[src/fpst_pkg.sv]
`timescale 1ns / 1ps
`default_nettype none

package fpst_pkg;

	// field widths fixed by the command and result words
	localparam int KIND_W   = 2;
	localparam int PAGE_W   = 15;
	localparam int BLOCK_W  = 9;
	localparam int TAG_W    = 32;
	localparam int STATUS_W = 3;
	localparam int CNT_W    = 32;

	// operation codes
	localparam logic [KIND_W-1:0] KIND_READ    = 2'd0;
	localparam logic [KIND_W-1:0] KIND_PROGRAM = 2'd1;
	localparam logic [KIND_W-1:0] KIND_ERASE   = 2'd2;

	// status codes
	localparam logic [STATUS_W-1:0] STS_OK         = 3'd0;
	localparam logic [STATUS_W-1:0] STS_BAD_PAGE   = 3'd1;
	localparam logic [STATUS_W-1:0] STS_BAD_BLOCK  = 3'd2;
	localparam logic [STATUS_W-1:0] STS_ALREADY    = 3'd3;
	localparam logic [STATUS_W-1:0] STS_NOT_SEQ    = 3'd4;

	typedef enum logic [2:0] {
		S_CLEAR,
		S_IDLE,
		S_DIVIDE,
		S_LOOKUP,
		S_EXECUTE
	} state_t;

	// controller to datapath
	typedef struct packed {
		logic clear;
		logic capture;
		logic divide;
		logic lookup;
		logic execute;
	} ctrl_cmd_t;

	// datapath to controller
	typedef struct packed {
		logic clear_last;
		logic out_full;
	} dp_sts_t;

endpackage

`default_nettype wire

[src/fpst_ctrl.sv]
`timescale 1ns / 1ps
`default_nettype none

module fpst_ctrl import fpst_pkg::*; (
	input  wire logic    clk,
	input  wire logic    arst_n,
	input  wire logic    in_valid,
	output logic         in_ready,
	input  wire dp_sts_t sts,
	output ctrl_cmd_t    cmd
);

	state_t state_q;
	state_t state_d;

	always_ff @(posedge clk or negedge arst_n) begin
		if (!arst_n) begin
			state_q <= S_CLEAR;
		end else begin
			state_q <= state_d;
		end
	end

	always_comb begin
		state_d  = state_q;
		in_ready = 1'b0;
		cmd      = '0;
		case (state_q)
			S_CLEAR: begin
				cmd.clear = 1'b1;
				if (sts.clear_last) begin
					state_d = S_IDLE;
				end
			end
			S_IDLE: begin
				in_ready = 1'b1;
				if (in_valid) begin
					cmd.capture = 1'b1;
					state_d     = S_DIVIDE;
				end
			end
			S_DIVIDE: begin
				cmd.divide = 1'b1;
				state_d    = S_LOOKUP;
			end
			S_LOOKUP: begin
				cmd.lookup = 1'b1;
				state_d    = S_EXECUTE;
			end
			S_EXECUTE: begin
				// hold the ram data until the result register frees up
				if (!sts.out_full) begin
					cmd.execute = 1'b1;
					state_d     = S_IDLE;
				end
			end
			default: begin
				state_d = S_CLEAR;
			end
		endcase
	end

endmodule

`default_nettype wire

[config.mk]
export PLATFORM = sky130hd
export DESIGN_NAME = fpst_ctrl
export DESIGN_NICKNAME = d
export VERILOG_FILES = /design/src/fpst_pkg.sv /design/src/fpst_ctrl.sv
export SDC_FILE = /design/constraint.sdc
export NUM_CORES = 1
export LEC_CHECK = 0
export BUFFER_PORTS_ARGS = -buffer_cell sky130_fd_sc_hd__clkbuf_2
export CAP_MARGIN = 20
export CORE_AREA = 5 5 42 44
export CTS_BUF_LIST = sky130_fd_sc_hd__clkbuf_4
export DETAILED_ROUTE_END_ITERATION = 8
export DIE_AREA = 0 0 47 49
export GPL_TIMING_DRIVEN = 0
export HOLD_SLACK_MARGIN = 0.05
export PLACE_DENSITY = 0.45
export SYNTH_ARGS = -nofsm -noshare
export SYNTH_HDL_FRONTEND = slang
export SYNTH_SLANG_ARGS = --single-unit
[constraint.sdc]
create_clock -name clk -period 1.6 [get_ports clk]
set_clock_uncertainty 0.1 [all_clocks]
set_input_delay 0.24 -clock clk [delete_from_list [all_inputs] [get_ports clk]]
set_output_delay 0.24 -clock clk [all_outputs]
set_load 0.01 [all_outputs]
-- Word-level counts from Yosys, hierarchy flattened
Index checks and enable logic that the tools add are counted.
- equal/unequal tests: 7
- mux-type cells: 12
- reduce and logical (&&, ||, !) cells: 2
- operators with widths (operator ; count):
    3-bit case mux with 5 select lines ; 1
    3-bit two-way mux ; 3
    1-bit two-way mux ; 8
    3-bit by 2-bit == test with 1-bit output, second input constant ; 2
    2-bit != test, second input constant ; 3
    3-bit by 1-bit == test with 1-bit output, second input constant ; 1
    3-bit == test, second input constant ; 1
    3-bit zero test ; 1
    3-bit AND reduction ; 1
- flip-flop bits (word level): 3
- input port bits: 5
- output and inout port bits: 6
- logic and storage cells: 22

-- Longest topological paths before layout
- word-level depth: 3
- gate-level depth with buffers: 3
- gate-level depth less buffers: 2

-- Worst setup path after synthesis
Ideal clock, no wire load.
- path kind: register to output
- from: register state_q[1]
- to: output port cmd[3] (netlist bit)
- data arrival time: 961 ps
- required time: 1260 ps
- setup slack: 299 ps
- stages on the path, launching flop included: 3
- path buffers: 1
- cells stage by stage: dfrtp_1 > buf_6 > nor4bb_1
- RTL lines (element ; line ; text):
    start: declaration ; fpst_ctrl.sv:13 ; state_t state_q;
    start signal: assignment ; fpst_ctrl.sv:20 ; state_q <= state_d;
    end: declaration ; fpst_ctrl.sv:10 ; output ctrl_cmd_t cmd

==> flow_summary.toml <==
[die]
dieHeight_um = 49
rows = 14
ios = 11
start_util_pct = 14.8
die_width_um = 47
die-area_mm2 = 0.00230
coreArea_mm2 = 0.00140

[final_layout]
syn_to_final_growth_pct = 61.4
antenna_cells = 0
mostFrequentLayoutCells = "clkbuf_2 (8), clkbuf_4 (4), buf_2 (3), dfrtp_1 (3), nor2_1 (2)"
multiInputGateArea_um2 = 126
layout-drive-gt1-share_pct = 52.8
final_util_pct = 23.9
seqCellArea_um2 = 75.1
top_regs = "state_q (3)"
final_common_cell = "clkbuf_2"
regMostFlops = "state_q"
nFillCells = 174
largest_register_ffs = 3
finalNetCount = 42

[global_routing]
grt.overflow.total = 0
grt_pass1_wl_um = 807
globalRouteTotalUtil_pct = 5.36
antenna_found_initial = 0
grt_max_degree = 11
grt_pass1_vias = 194

[critical_path]
reg2reg_to = "state_q[0]$_DFFE_PN0P_"
r2r_cells = 4
path_max_fanout = 6
crit_start = "state_q[1]$_DFFE_PN0P_"
cpPeakStageDelay_ps = 400
endpoint = "cmd[3]"
critPathCaptureType = "primary output"
cp_cell_sequence = "buf_6 -> nor4bb_2 -> buf_2"
cp.required_ps = 1260
r2r-start = "state_q[1]$_DFFE_PN0P_"
criticalPathCategory = "register to primary output"
crit_slowest_cell = "dfrtp_1"
arrival_ps = 1180
cp-start-kind = "register"
rrSetupSlack_ps = 190

[run_status]
status = "complete, no violations"

[cts]
insertion_delay_ps = 230
cts_tree = "yes"
htree_levels = 1
cts_root_buf = "clkbuf_4"
numClockSinks = 3
cts_buffers = 3
cts.reportedPaths.clkPinSlew_ps = 40
cts_buffer_depth = 2

[sta]
relSlewSlack_pct = 79.6
fin_setup_tns_ps = 0
report.final.slew_viol_count = 0
rsz0062_at_grt = "false"
finalSetupViolCount = 0
finalCritPeriodShare_pct = 95.0
fmax_ghz = 0.658
whs_ps = 197
hold_viol_final = 0
period_needed_ps = 1520
worstMarginPinSlew_ps = 307

[flow_run]
maxCapViolCount = 0

[power]
p_leak_nw = 0.164
vdd.ir_drop.worst_v = 0.000597
switching_share_pct = 37.8
pwr-share-seq_pct = 24.7
combinationalPowerShare_pct = 51.8
switchingPower_mw = 0.240
p_int_mw = 0.395
clockPowerShare_pct = 23.5
power_density_mw_per_mm2 = 1890

[logic_synthesis]
ys_seq_elements = 3
yosysUniqueCellTypes = 17
async_reset_ff_share_pct = 100
synthTopCellsByArea = "dfrtp_1 (36%), nor4b_2 (7.2%), buf_6 (5.4%)"
synth_common_cells = "dfrtp_1 (3), buf_2 (2), nor2_1 (2)"
syn_area_um2 = 208
syn_inst = 21
synth_nets = 26
synth_edf_count = 0
synth_area_per_cell_um2 = 9.89
yosysMostFrequentCell = "dfrtp_1"
ys_warn_count = 0
synth_top_area_share_pct = 36.1
ys_seq_area_share_pct = 36.1
synth_area_leader_cell = "dfrtp_1"
yosys_most_used_dff = "dfrtp_1"

[placement]
place.gp.congestion = 0.672
numPortBuffers = 10

[route]
vias = 208
detail_route.wl_per_cell_um = 9.29
ant_nets = 0
wirelength_um = 483
drt_iter0_markers = 2
vias_per_cell = 4.00
dr.pass1.iters = 2
drc_errors = 0

[min_path]
hp-class = "primary input to register"
## power by group through the flow
| stage | logic (mW) | clock network, mW | registers [mW] |
|---|---|---|---|
| after detailed placement | 0.342 | 0 | 0.122 |
| after global placement | 0.343 | 0 | 0.121 |
| after floorplan | 0.243 | 0 | 0.121 |
| after global routing | 0.363 | 0.168 | 0.162 |
| after CTS | 0.357 | 0.157 | 0.124 |
| final | 0.329 | 0.150 | 0.157 |
## critical path: cells and delay by family, from the launching register on
kind                   cells  cell delay, ps
buffers and inverters      2             310
AND/OR/NAND/NOR            1             230
flip-flops                 1             400
## how the worst min path moves through the flow
stage	endpoint	cells after the start	slack, ps	start
finish	state_q[1]$_DFFE_PN0P_	3	200	in_valid
global route	state_q[2]$_DFFE_PN0P_	2	210	sts[0]
CTS	state_q[1]$_DFFE_PN0P_	3	190	in_valid
detailed placement	state_q[2]$_DFFE_PN0P_	1	-60	arst_n
global placement	state_q[2]$_DFFE_PN0P_	1	-60	arst_n
floorplan	state_q[0]$_DFFE_PN0P_	0	-160	arst_n
## stage by stage
step,power (mW),instance area (um2),setup slack (ps),std cells
6_report,0.635,335,80.2,52
5_1_grt,0.693,335,0.0681,52
4_1_cts,0.638,327,18.5,52
3_5_place_dp,0.464,278,229,47
3_3_place_gp,0.464,278,237,47
2_1_floorplan,0.364,208,299,21
## per-layer routing
layer / track usage [%] / vias up / wire [um] / part of all wire, %
met2: 6.79 / 6 / 251 / 52
met3: 2.21 / 2 / 19 / 3.9
li1: - / 105 / - / -
met1: 5.53 / 95 / 192 / 40
met4: 6.91 / 0 / 20 / 4.1
met5: 0 / - / 0 / 0
## repair_timing
item	in CTS	in global routing
gates resized for setup	1	3
endpoints found under the setup margin	1	2
endpoints found under the hold margin	3	0
buffers inserted	0	1
pin swaps	0	2
hold buffers	1	0
## layout make-up
| cell class | instances | share of cell area, % |
|---|---|---|
| timing repair buffer | 12 | 20.1 |
| multi-input combinational | 15 | 37.7 |
| buffer | 2 | 4.85 |
| clock buffer | 4 | 8.96 |
| tap | 16 | 5.97 |
| sequential | 3 | 22.4 |
## cells by family after synthesis
| kind of cell | synth area share [%] |
|---|---|
| buffers and inverters | 10.2 |
| AND/OR/NAND/NOR | 42.8 |
| AO/OA/AOI/OAI | 10.8 |
| flip-flops | 36.1 |
No activity file was read; power rests on OpenSTA's default activity.
